[config.mk]
export PLATFORM = sky130hd
export DESIGN_NAME = software_timer_table_unit
export DESIGN_NICKNAME = d
export VERILOG_FILES = /design/src/rtl/stt_pkg.sv /design/src/rtl/software_timer_table_unit.sv
export SDC_FILE = /design/constraint.sdc
export NUM_CORES = 1
export LEC_CHECK = 0
export ABC_AREA = 1
export BUFFER_PORTS_ARGS = -buffer_cell sky130_fd_sc_hd__clkbuf_2
export CORE_MARGIN = 3
export CORE_UTILIZATION = 55
export DETAILED_ROUTE_END_ITERATION = 10
export GPL_TIMING_DRIVEN = 0
export PLACE_DENSITY_LB_ADDON = 0.15
export SLEW_MARGIN = 20
export SYNTH_ARGS = -nofsm -noshare
export SYNTH_HDL_FRONTEND = slang
export SYNTH_SLANG_ARGS = --single-unit
[constraint.sdc]
create_clock -name clk_i -period 6.9 [get_ports clk_i]
set_input_delay 1.035 -clock clk_i [delete_from_list [all_inputs] [get_ports clk_i]]
set_output_delay 1.035 -clock clk_i [all_outputs]
set_load 0.02 [all_outputs]
[src/rtl/stt_pkg.sv]
// Shared constants for the software timer table.
package stt_pkg;

  localparam int unsigned EntriesDef = 16;

  localparam int unsigned CfgIdxW = 1;
  localparam logic [CfgIdxW-1:0] CFG_RESOLUTION = 1'd0;
  localparam logic [CfgIdxW-1:0] CFG_ENABLED    = 1'd1;

  localparam logic [1:0] MODE_START = 2'd0;
  localparam logic [1:0] MODE_STOP  = 2'd1;
  localparam logic [1:0] MODE_TICK  = 2'd2;

  localparam logic [2:0] ST_OK         = 3'd0;
  localparam logic [2:0] ST_DISABLED   = 3'd1;
  localparam logic [2:0] ST_FULL       = 3'd2;
  localparam logic [2:0] ST_BAD_ID     = 3'd3;
  localparam logic [2:0] ST_ID_IN_USE  = 3'd4;
  localparam logic [2:0] ST_BAD_KIND   = 3'd5;
  localparam logic [2:0] ST_NOT_ACTIVE = 3'd6;
  localparam logic [2:0] ST_EMPTY      = 3'd7;

  localparam logic KIND_STATUS = 1'b0;
  localparam logic KIND_FIRE   = 1'b1;

  localparam logic [7:0] START_COUNT = 8'd1;
  localparam logic [7:0] KIND_LIMIT  = 8'd2;
  localparam logic [7:0] PERIOD_MAX  = 8'hFF;

endpackage

[src/rtl/software_timer_table_unit.sv]
// Software timer table: start/stop/tick items, fire and status results.
//
// Usage:
//   Input channel (in_valid_i / in_stall_o) carries mode, entry_id, delay and
//   repeat_kind; a word is taken when valid is high and stall is low.
//   Output channel (out_valid_o / out_stall_i) returns kind, status, fired_id
//   and last; a tick that scans the table gives one fire word per expired
//   entry in index order, then one closing status word with last set.
//   Configuration words (cfg_valid_i / cfg_ready_o) write resolution (index 0)
//   and enabled (index 1); always ready, write only while idle.
// Item flow:
//   Stop, error and non-scanning tick items go straight to the response state.
//   Start items run the 8-step divider first; at zero resolution they skip it.
//   Scanning ticks read one entry per cycle, while no fire waits on the output,
//   through the entry memory (one read port and one write port).
//   One item at a time; in_stall_o is high while an item is at work.
// Reset clears the active bits, occupancy, prescaler (to 1), enabled and
// output valid, and sets resolution to 1. A stalled output word holds; the
// scan pauses on a fire until the output register frees.
module software_timer_table_unit #(
  parameter int unsigned ENTRIES = stt_pkg::EntriesDef
) (
  input  logic                       clk_i,
  input  logic                       rst_ni,
  input  logic                       in_valid_i,
  output logic                       in_stall_o,
  input  logic [1:0]                 mode_i,
  input  logic [7:0]                 entry_id_i,
  input  logic [7:0]                 delay_i,
  input  logic [7:0]                 repeat_kind_i,
  output logic                       out_valid_o,
  input  logic                       out_stall_i,
  output logic                       kind_o,
  output logic [2:0]                 status_o,
  output logic [3:0]                 fired_id_o,
  output logic                       last_o,
  input  logic                       cfg_valid_i,
  output logic                       cfg_ready_o,
  input  logic [stt_pkg::CfgIdxW-1:0] cfg_index_i,
  input  logic [7:0]                 cfg_data_i
);
  import stt_pkg::*;

  localparam int unsigned IdxW = (ENTRIES > 1) ? $clog2(ENTRIES) : 1;
  localparam int unsigned OccW = $clog2(ENTRIES + 1);
  localparam int unsigned WordW = 17;

  localparam logic [1:0] S_IDLE = 2'd0;
  localparam logic [1:0] S_DIV  = 2'd1;
  localparam logic [1:0] S_SCAN = 2'd2;
  localparam logic [1:0] S_RESP = 2'd3;

  logic [1:0]         state_q, state_d;
  logic [IdxW-1:0]    idx_q, idx_d;
  logic [2:0]         cnt_q, cnt_d;
  logic [7:0]         rem_q, rem_d;
  logic [7:0]         quo_q, quo_d;
  logic [IdxW-1:0]    id_q, id_d;
  logic               per_q, per_d;
  logic [2:0]         status_q, status_d;
  logic [ENTRIES-1:0] active_q, active_d;
  logic [OccW-1:0]    occ_q, occ_d;
  logic [7:0]         prescale_q, prescale_d;
  logic [7:0]         resolution_q;
  logic               enabled_q;

  logic               out_valid_q, out_valid_d;
  logic               kind_q, kind_d;
  logic [2:0]         ostat_q, ostat_d;
  logic [3:0]         fired_q, fired_d;
  logic               last_q, last_d;

  logic [WordW-1:0]   mem_q [ENTRIES];
  logic [WordW-1:0]   rd_q;
  logic               mem_we;
  logic [IdxW-1:0]    mem_waddr;
  logic [WordW-1:0]   mem_wdata;

  logic               accept, slot_free, emit;
  logic               id_in_range, id_active;
  logic [IdxW-1:0]    in_idx;
  logic [8:0]         trial;
  logic               qbit;
  logic [7:0]         rem_nx, quo_nx;
  logic               rd_per;
  logic [7:0]         rd_period, rd_elapsed;

  assign accept      = in_valid_i && (state_q == S_IDLE);
  assign in_stall_o  = (state_q != S_IDLE);
  assign slot_free   = !out_valid_q || !out_stall_i;
  assign cfg_ready_o = 1'b1;

  assign in_idx      = entry_id_i[IdxW-1:0];
  assign id_in_range = ({24'd0, entry_id_i} < 32'(ENTRIES));
  assign id_active   = id_in_range && active_q[in_idx];

  assign trial  = {rem_q, quo_q[7]} - {1'b0, resolution_q};
  assign qbit   = !trial[8];
  assign rem_nx = qbit ? trial[7:0] : {rem_q[6:0], quo_q[7]};
  assign quo_nx = {quo_q[6:0], qbit};

  assign rd_per     = rd_q[16];
  assign rd_period  = rd_q[15:8];
  assign rd_elapsed = rd_q[7:0];

  always_comb begin
    state_d     = state_q;
    idx_d       = idx_q;
    cnt_d       = cnt_q;
    rem_d       = rem_q;
    quo_d       = quo_q;
    id_d        = id_q;
    per_d       = per_q;
    status_d    = status_q;
    active_d    = active_q;
    occ_d       = occ_q;
    prescale_d  = prescale_q;
    mem_we      = 1'b0;
    mem_waddr   = id_q;
    mem_wdata   = {per_q, quo_nx, START_COUNT};
    emit        = 1'b0;
    kind_d      = KIND_STATUS;
    ostat_d     = status_q;
    fired_d     = 4'd0;
    last_d      = 1'b1;

    case (state_q)
      S_IDLE: begin
        if (accept) begin
          state_d = S_RESP;
          id_d    = in_idx;
          per_d   = repeat_kind_i[0];
          if (!enabled_q) begin
            status_d = ST_DISABLED;
          end else begin
            case (mode_i)
              MODE_START: begin
                if (occ_q >= OccW'(ENTRIES)) status_d = ST_FULL;
                else if (!id_in_range)       status_d = ST_BAD_ID;
                else if (id_active)          status_d = ST_ID_IN_USE;
                else if (repeat_kind_i >= KIND_LIMIT) status_d = ST_BAD_KIND;
                else begin
                  status_d = ST_OK;
                  if (resolution_q == 8'd0) begin
                    mem_we           = 1'b1;
                    mem_waddr        = in_idx;
                    mem_wdata        = {repeat_kind_i[0], PERIOD_MAX, START_COUNT};
                    active_d[in_idx] = 1'b1;
                    occ_d            = occ_q + OccW'(1);
                  end else begin
                    state_d = S_DIV;
                    cnt_d   = 3'd0;
                    rem_d   = 8'd0;
                    quo_d   = delay_i;
                  end
                end
              end
              MODE_STOP: begin
                if (occ_q == OccW'(0))  status_d = ST_EMPTY;
                else if (!id_in_range)  status_d = ST_BAD_ID;
                else if (!id_active)    status_d = ST_NOT_ACTIVE;
                else begin
                  status_d         = ST_OK;
                  active_d[in_idx] = 1'b0;
                  occ_d            = occ_q - OccW'(1);
                end
              end
              MODE_TICK: begin
                status_d = ST_OK;
                if (prescale_q != resolution_q) begin
                  prescale_d = prescale_q + 8'd1;
                end else begin
                  prescale_d = START_COUNT;
                  state_d    = S_SCAN;
                  idx_d      = '0;
                end
              end
              default: status_d = ST_BAD_KIND;
            endcase
          end
        end
      end
      S_DIV: begin
        rem_d = rem_nx;
        quo_d = quo_nx;
        cnt_d = cnt_q + 3'd1;
        if (cnt_q == 3'd7) begin
          mem_we         = 1'b1;
          mem_waddr      = id_q;
          mem_wdata      = {per_q, quo_nx, START_COUNT};
          active_d[id_q] = 1'b1;
          occ_d          = occ_q + OccW'(1);
          state_d        = S_RESP;
        end
      end
      S_SCAN: begin
        mem_waddr = idx_q;
        mem_wdata = {rd_per, rd_period, rd_elapsed + 8'd1};
        if (!active_q[idx_q]) begin
          idx_d = idx_q + IdxW'(1);
        end else if (rd_elapsed == rd_period) begin
          if (slot_free) begin
            emit    = 1'b1;
            kind_d  = KIND_FIRE;
            ostat_d = ST_OK;
            fired_d = 4'(idx_q);
            last_d  = 1'b0;
            idx_d   = idx_q + IdxW'(1);
            if (rd_per) begin
              mem_we    = 1'b1;
              mem_wdata = {rd_per, rd_period, START_COUNT};
            end else begin
              active_d[idx_q] = 1'b0;
              if (occ_q != OccW'(0)) occ_d = occ_q - OccW'(1);
            end
          end
        end else begin
          mem_we = 1'b1;
          idx_d  = idx_q + IdxW'(1);
        end
        if ((idx_q == IdxW'(ENTRIES - 1)) && (idx_d != idx_q)) begin
          idx_d   = '0;
          state_d = S_RESP;
        end
      end
      S_RESP: begin
        if (slot_free) begin
          emit    = 1'b1;
          state_d = S_IDLE;
        end
      end
      default: state_d = S_IDLE;
    endcase

    out_valid_d = emit || (out_valid_q && out_stall_i);
  end

  always_ff @(posedge clk_i or negedge rst_ni) begin
    if (!rst_ni) begin
      state_q      <= S_IDLE;
      idx_q        <= '0;
      cnt_q        <= '0;
      active_q     <= '0;
      occ_q        <= '0;
      prescale_q   <= START_COUNT;
      resolution_q <= 8'd1;
      enabled_q    <= 1'b0;
      out_valid_q  <= 1'b0;
    end else begin
      state_q     <= state_d;
      idx_q       <= idx_d;
      cnt_q       <= cnt_d;
      active_q    <= active_d;
      occ_q       <= occ_d;
      prescale_q  <= prescale_d;
      out_valid_q <= out_valid_d;
      if (cfg_valid_i) begin
        case (cfg_index_i)
          CFG_RESOLUTION: resolution_q <= cfg_data_i;
          CFG_ENABLED:    enabled_q    <= cfg_data_i[0];
          default:        ;
        endcase
      end
    end
  end

  always_ff @(posedge clk_i) begin
    rem_q    <= rem_d;
    quo_q    <= quo_d;
    id_q     <= id_d;
    per_q    <= per_d;
    status_q <= status_d;
    if (emit) begin
      kind_q  <= kind_d;
      ostat_q <= ostat_d;
      fired_q <= fired_d;
      last_q  <= last_d;
    end
  end

  // entry memory: {periodic, period, elapsed}
  always_ff @(posedge clk_i) begin
    if (mem_we) mem_q[mem_waddr] <= mem_wdata;
    rd_q <= mem_q[idx_d];
  end

  assign out_valid_o = out_valid_q;
  assign kind_o      = kind_q;
  assign status_o    = ostat_q;
  assign fired_id_o  = fired_q;
  assign last_o      = last_q;

endmodule

==> results of run 1 <==
[how the worst max path moves through the flow]
stage / endpoint / slack (ns)
floorplan: mem_q[10][0]$_DFFE_PP_ / 3.20
global placement: mem_q[6][9]$_DFFE_PP_ / 1.94
detailed placement: mem_q[14][2]$_DFFE_PP_ / 2.38
CTS: mem_q[14][8]$_DFFE_PP_ / 2.98
global route: mem_q[3][12]$_DFFE_PP_ / 2.65
finish: mem_q[3][12]$_DFFE_PP_ / 2.90
[routing by layer]
metal	global-route usage, %	wire length [microns]
met1	38.2	20800
met2	45.3	23200
met3	4.36	3820
met4	12.3	2490
met5	0	0
[placed cells by master (no fill, tap or decap), types with 13 or more instances in the layout]
cell type  instances
a22oi_1           17
ha_1              24
nand2_1          355
inv_1            306
nand3b_1          71
buf_6             15
clkbuf_16         41
dfxtp_1           17
clkbuf_2          49
nor4_1            14
edfxtp_1         305
clkbuf_1          47
nor2_2            22
nand3_1          345
dfrtp_1           46
nand3_2           13
a21oi_1           76
o22ai_1           17
buf_2             41
o21ai_0           81
nor2_1            65
[logic make-up after synthesis]
| family | Yosys count | synth area share [%] |
|---|---|---|
| buffers and inverters | 412 | 9.15 |
| adder cells (fa/ha/maj) | 25 | 1.72 |
| XOR/XNOR | 24 | 1.13 |
| other | 1 | 0.0201 |
| AO/OA/AOI/OAI | 224 | 6.94 |
| AND/OR/NAND/NOR | 923 | 23.7 |
| flip-flops | 370 | 57.3 |
[stage by stage]
stage,worst slack (ns),utilization [%]
finish,2.90,63.5
global route,2.65,63.5
CTS,2.98,63.5
detailed placement,2.38,59.6
global placement,1.94,58.9
floorplan,3.20,-
[flip-flops by register name, summed over array words and instances (netlist names), 2 cells and up, named ones only]
signal	flops
resolution_q	8
idx_q	4
mem_q	272
fired_id_o	4
cnt_q	3
status_o	3
status_q	3
id_q	4
quo_q	8
rd_q	17
occ_q	5
state_q	2
prescale_q	8
rem_q	8
[final cells by class]
type	count	area, sq um
Buffer	95	513
Clock buffer	56	1120
Clock inverter	16	158
Fill cell	2760	12100
Inverter	317	1190
Multi-Input combinational cell	1197	6320
Sequential cell	370	10700
Tap cell	442	553
Timing Repair Buffer	63	407
==> results.md, run 1 <==
* Total GRT Usage at between 20 and 30%
* DRC errors left at 0
* Final clock skew at between 0.02 and 0.03 ns
* CTS clk-pin slew, worst paths at about 0.060 ns
* Max Freq at around 250 MHz
* Drt via density at 5.67
* Antenna fix cells at 0
* Crit path from: entry_id_i[1]
* CTS tree: yes
* Top cell types by occurrence after synthesis: 355 x nand2_1, 345 x nand3_1, 306 x inv_1
* R2R Setup Slk at about 3 ns
* Vias at 14500
* Top cells by area, synth: edfxtp_1 49%, nand3_1 9.2%, nand2_1 7.1%, dfrtp_1 6.2%, inv_1 6.2%
* Synth Instances at about 2000
* RSZ-0062 raised after global routing: false
* Final Critical Period at 4.00 ns
* Startpoint types: input port
* Final hold viol count at 0
* Reg2reg end: mem_q[3][12]$_DFFE_PP_
* DR WL/cell at a little under 20 microns
* Area Growth Syn to Fin at 12.3%
* Fin nets at between 2000 and 2500
* Die Y at 190 microns
* Row cnt at between 60 and 70
* Synth unique cells at 57
* Ys async rst share at approximately 13%
* #FFs+latches synth at 370
* Layout cell share with drive strength beyond 1 at 11.7%
* Worst Hold Slack at approximately 0.49 ns
* DRT Pass-1 Iters at 5
* Post-cts sizing count at 0
* Final Cell Area at roughly 21000 sq um
* Number of flops mapped to enable cells by yosys at just over 300
* Avg Inst Size Synth at around 9.4 sq um
* Crit. End Element: flop
* Hold depth at 1
* Post-CTS Hold Buffers at 0
* Post-synth top area share at between 40% and 50%
* Most frequent CP cell: nand2_1
* Max-cap violations at 0
* Gr ovfl total at 0
* Run status: completed
* First DRT Iteration DRCs at between 1500 and 2000
* Root Buffer: clkbuf_16
* Area post-placement at ~20000 sq um
* Worst Reg-to-Reg Cells at 13
* Die area at approximately 36000 sq um
* Largest net degree at the start of global routing at between 40 and 50
* Most common cell in the synthesized netlist: nand2_1
* Critical path depth at 15
* Sequential area share after synthesis at between 50% and 60%
* CP Class: in2reg
* Inst Count DP at between 2000 and 2500
* CP max stage delay at around 0.77 ns
* Worst slew pin tran at 0.978 ns
* Setup TNS at 0 ns
* Syn_nets at ~2000
* Final WL at slightly above 50000 microns
* Part of the cycle the worst path needs at roughly 58%
* Min-delay worst type: reg2reg
* Hold path endpoint: prescale_q[7]$_DFFE_PN0P_
* WP data required at ~7 ns
* Initial core utilization at a little under three fifths
* Buffers on Ports at 50
* Crit Path Max Fanout at 17
* Initial antenna violation count at 0
* Min-Delay Startpoint: prescale_q[7]$_DFFE_PN0P_
* Post-CTS setup buffer count at 0
* RR Startpoint: state_q[0]$_DFFE_PN0P_
* Ports at 52
* Num CTS Buffers at 40
* HPWL after detailed placement at around 36000 microns
* Longest Clk Path Bufs at 3
* H-tree levels at 2
* Worst skew pair latency at ~0.57 ns
* Cell taking the most area after synthesis: edfxtp_1
* WP buf/inv at 3
* CP max-delay cell: nor2_2
* Routability cong. at 0.954
* Main synth FF type: edfxtp_1
* Critical path, cell by cell: clkbuf_2 -> nand2_1 -> inv_2 -> a22oi_1 -> nand2_1 -> nand2_1 -> nand2_1 -> nor2_1 -> nand4_1 -> buf_2 -> a21oi_1 -> o21ai_0 -> a21oi_1 -> nand2_1 -> nor2_2
* Die X at around 190 microns
* Global-route wire length before repair at 78300 microns
* Final antenna-violating net count at 0
* Warnings from Yosys at 0
* Sink Count at 370
* CP top delay family: simple AND/OR/NAND/NOR gates
* Vias in the first global route at 14000
* Final Slew Violations at 0
* Critical path arrival at 4.19 ns
* Synth Cell Area at about 19000 sq um
* Final setup violation count at 0
* Rel. slew slack at about a third
* Non-filler cells, final at roughly 2600
* Core outline area at ~33000 sq um
Power of run 1 is not shown: default switching activity piles up to over one toggle a cycle in this logic, so the estimate is an artifact.
==> run 2: changes to the inputs <==
clock period = 3.4 ns   (was 6.9 ns; I/O delays follow)
==> run 2 against run 1 <==
Global-route usage up 0.28 points. Sequential share of layout area down 1.0 points. Cell area grew 2.1%. Die area did not move. Routed wire length rose by 1.4%. Clock-buffer cell count is the same. Final cell count grew 0.90%. Setup slack worse by 2.9 ns.
==> results.md, run 2 (synthesized netlist as in run 1, its figures left out) <==
* Crit Path Max Fanout at 16 (-1)
* Ports at 52 (unchanged)
* Most common cell after layout, fill and taps aside: nand2_1
* Root Buffer: clkbuf_16
* Max Freq at approximately 300 MHz
* Num CTS Buffers at 40 (unchanged)
* Worst skew pair latency at 0.58 ns (about the same)
* Final clock skew at 0.0257 ns (+0.000391 ns)
* Max reg flops at 272 (unchanged)
* Largest register by flop count: mem_q
* DRT Pass-1 Iters at 5 (unchanged)
* Final setup violation count at 0 (unchanged)
* Sink Count at 370 (unchanged)
* Final Critical Period at between 3 and 4 ns
* CP Class: reg2reg
* Worst slew pin tran at 0.956 ns (-0.0216 ns)
* WP buf/inv at 4 (+1)
* Vias in the first global route at 14100 (+0.89%)
* Antenna fix cells at 0 (unchanged)
* Routability cong. at 0.954 (unchanged)
* Fill cell count at 2699 (-2.2%)
* Row cnt at 66 (unchanged)
* Most frequent cells in the layout: 349 x nand2_1, 345 x nand3_1, 305 x edfxtp_1
* Final WL at 51000 microns (+1.4%)
* DR WL/cell at 19.8 microns (+0.45%)
* Initial antenna violation count at 0 (unchanged)
* Part of the cycle the worst path needs at 98.7%
* First DRT Iteration DRCs at 1746 (+7.6%)
* CP max-delay cell: nor2_2
* Non-filler cells, final at 2579 (+0.90%)
* Buffers on Ports at 50 (unchanged)
* Startpoint types: flop
* RSZ-0062 raised after global routing: true
* Final hold viol count at 0 (unchanged)
* FF+latch area at 10700 sq um (unchanged)
* Area of the multi-input gates at 6440 sq um (+1.9%)
* Top flop regs: mem_q: 272 flops, rd_q: 17 flops
* Inst Count DP at 2484 (unchanged)
* HPWL after detailed placement at 35500 microns (unchanged)
* Worst Hold Slack at 0.0280 ns (-0.459 ns)
* Rel. slew slack at 36.2% (+1.4 points)
* Largest net degree at the start of global routing at 49 (unchanged)
* Min-delay worst type: in2async
* Drt via density at 5.66 (-0.18%)
* H-tree levels at 2 (unchanged)
* Layout cell share with drive strength beyond 1 at 13.6% (+1.8 points)
* Fin nets at 2172 (+1.1%)
* CTS clk-pin slew, worst paths at 0.06 ns (about the same)
* Worst Reg-to-Reg Cells at 7 (-6)
* Vias at 14600 (+0.72%)
* Die area at 36200 sq um (unchanged)
* CP max stage delay at 0.81 ns (+0.04 ns)
* Final Slew Violations at 0 (unchanged)
* Critical path arrival at 3.58 ns (-0.61 ns)
* Die Y at 190 microns (unchanged)
* Critical path depth at 7 (-8)
* Die X at 190 microns (unchanged)
* CTS tree: yes
* CP top delay family: buffers and inverters
* Total GRT Usage at 28.4% (+0.28 points)
* Most frequent CP cell: buf_1
* WP data required at 3.63 ns (-3.45 ns)
* DRC errors left at 0 (unchanged)
* Gr ovfl total at 0 (unchanged)
* Longest Clk Path Bufs at 3 (unchanged)
* Global-route wire length before repair at 79100 microns (+0.95%)
* Crit. End Element: flop
* Initial core utilization at 56.5% (unchanged)
* Run status: completed
* Critical path, cell by cell: inv_1 -> ha_1 -> buf_2 -> buf_1 -> buf_1 -> nand2_1 -> nor2_2
* Final antenna-violating net count at 0 (unchanged)
* Core outline area at 33000 sq um (unchanged)
* Area Growth Syn to Fin at 14.7%
* Max-cap violations at 0 (unchanged)
-- run 2: cell types whose count changed in the layout (fill, tap and decap cells not counted), moves of 3 or more --
cell	before	now
inv_1	306	303
clkinvlp_4	0	3
clkbuf_1	47	43
nor2_1	65	62
nor2_2	22	9
buf_4	8	22
nor2_4	1	17
clkbuf_2	49	52
nand2_1	355	349
buf_12	0	10
nand2_2	9	15
-- run 2: per-layer routing --
layer,vias up,part of all wire (%),global-route usage (%)
met5,-,0,0
met3,139,7.3,4.23
li1,6942,-,-
met1,6868,41,38.5
met2,651,46,46.0
met4,0,5.1,12.3
-- run 2: timing repair --
action / in CTS / in global routing
cloned: 0 / 0
buffers inserted: 10 / 14
setup endpoints to repair: 268 / 379
hold buffers: 0 / 0
pin swaps: 8 / 5
resized for setup: 20 / 17
-- run 2: path summary, 6_finish.rpt --
check | start | end | slack [ns]
worst max register to register | state_q[0]$_DFFE_PN0P_ | mem_q[0][6]$_DFFE_PP_ | 0.05
worst min-delay path | rst_ni | idx_q[2]$_DFF_PN0_ | 0.03
max in group asynchronous | rst_ni | resolution_q[6]$_DFFE_PN0P_ | 2.90
worst max-delay path | state_q[0]$_DFFE_PN0P_ | mem_q[0][6]$_DFFE_PP_ | 0.05
min in group clk_i | cfg_valid_i | enabled_q$_DFFE_PN0P_ | 0.16
worst min register to register | prescale_q[7]$_DFFE_PN0P_ | prescale_q[7]$_DFFE_PN0P_ | 0.48
-- run 2: worst reg2reg max path: stages (launching register included) --
cell and delay, ns:
dfrtp_1 0.40, inv_1 0.13, ha_1 0.16, buf_2 0.20, buf_1 0.50, buf_1 0.47
nand2_1 0.35, nor2_2 0.81
-- run 2: cell type report --
cell class	instances	share of cell area (%)
clock inverters	16	0.737
clock buffers	56	5.24
well taps	442	2.58
multi-input cells	1197	30.1
flip-flops and latches	370	50.0
plain buffers	94	2.40
inverters	317	5.64
repair buffers	87	3.33
-- run 2: per-stage QoR --
stage	TNS, ns	setup slack [ns]	instance area [sq um]	util [%]
2_1_floorplan	0	0.191	18700	-
3_3_place_gp	-275.93	-1.41	19500	58.9
3_5_place_dp	-104.18	-0.593	19700	59.6
4_1_cts	-1.05	-0.0443	21200	64.3
5_1_grt	-4.49	-0.128	21400	64.8
6_report	0	0.0456	21400	64.8
Power of run 2 is left out for the same reason.
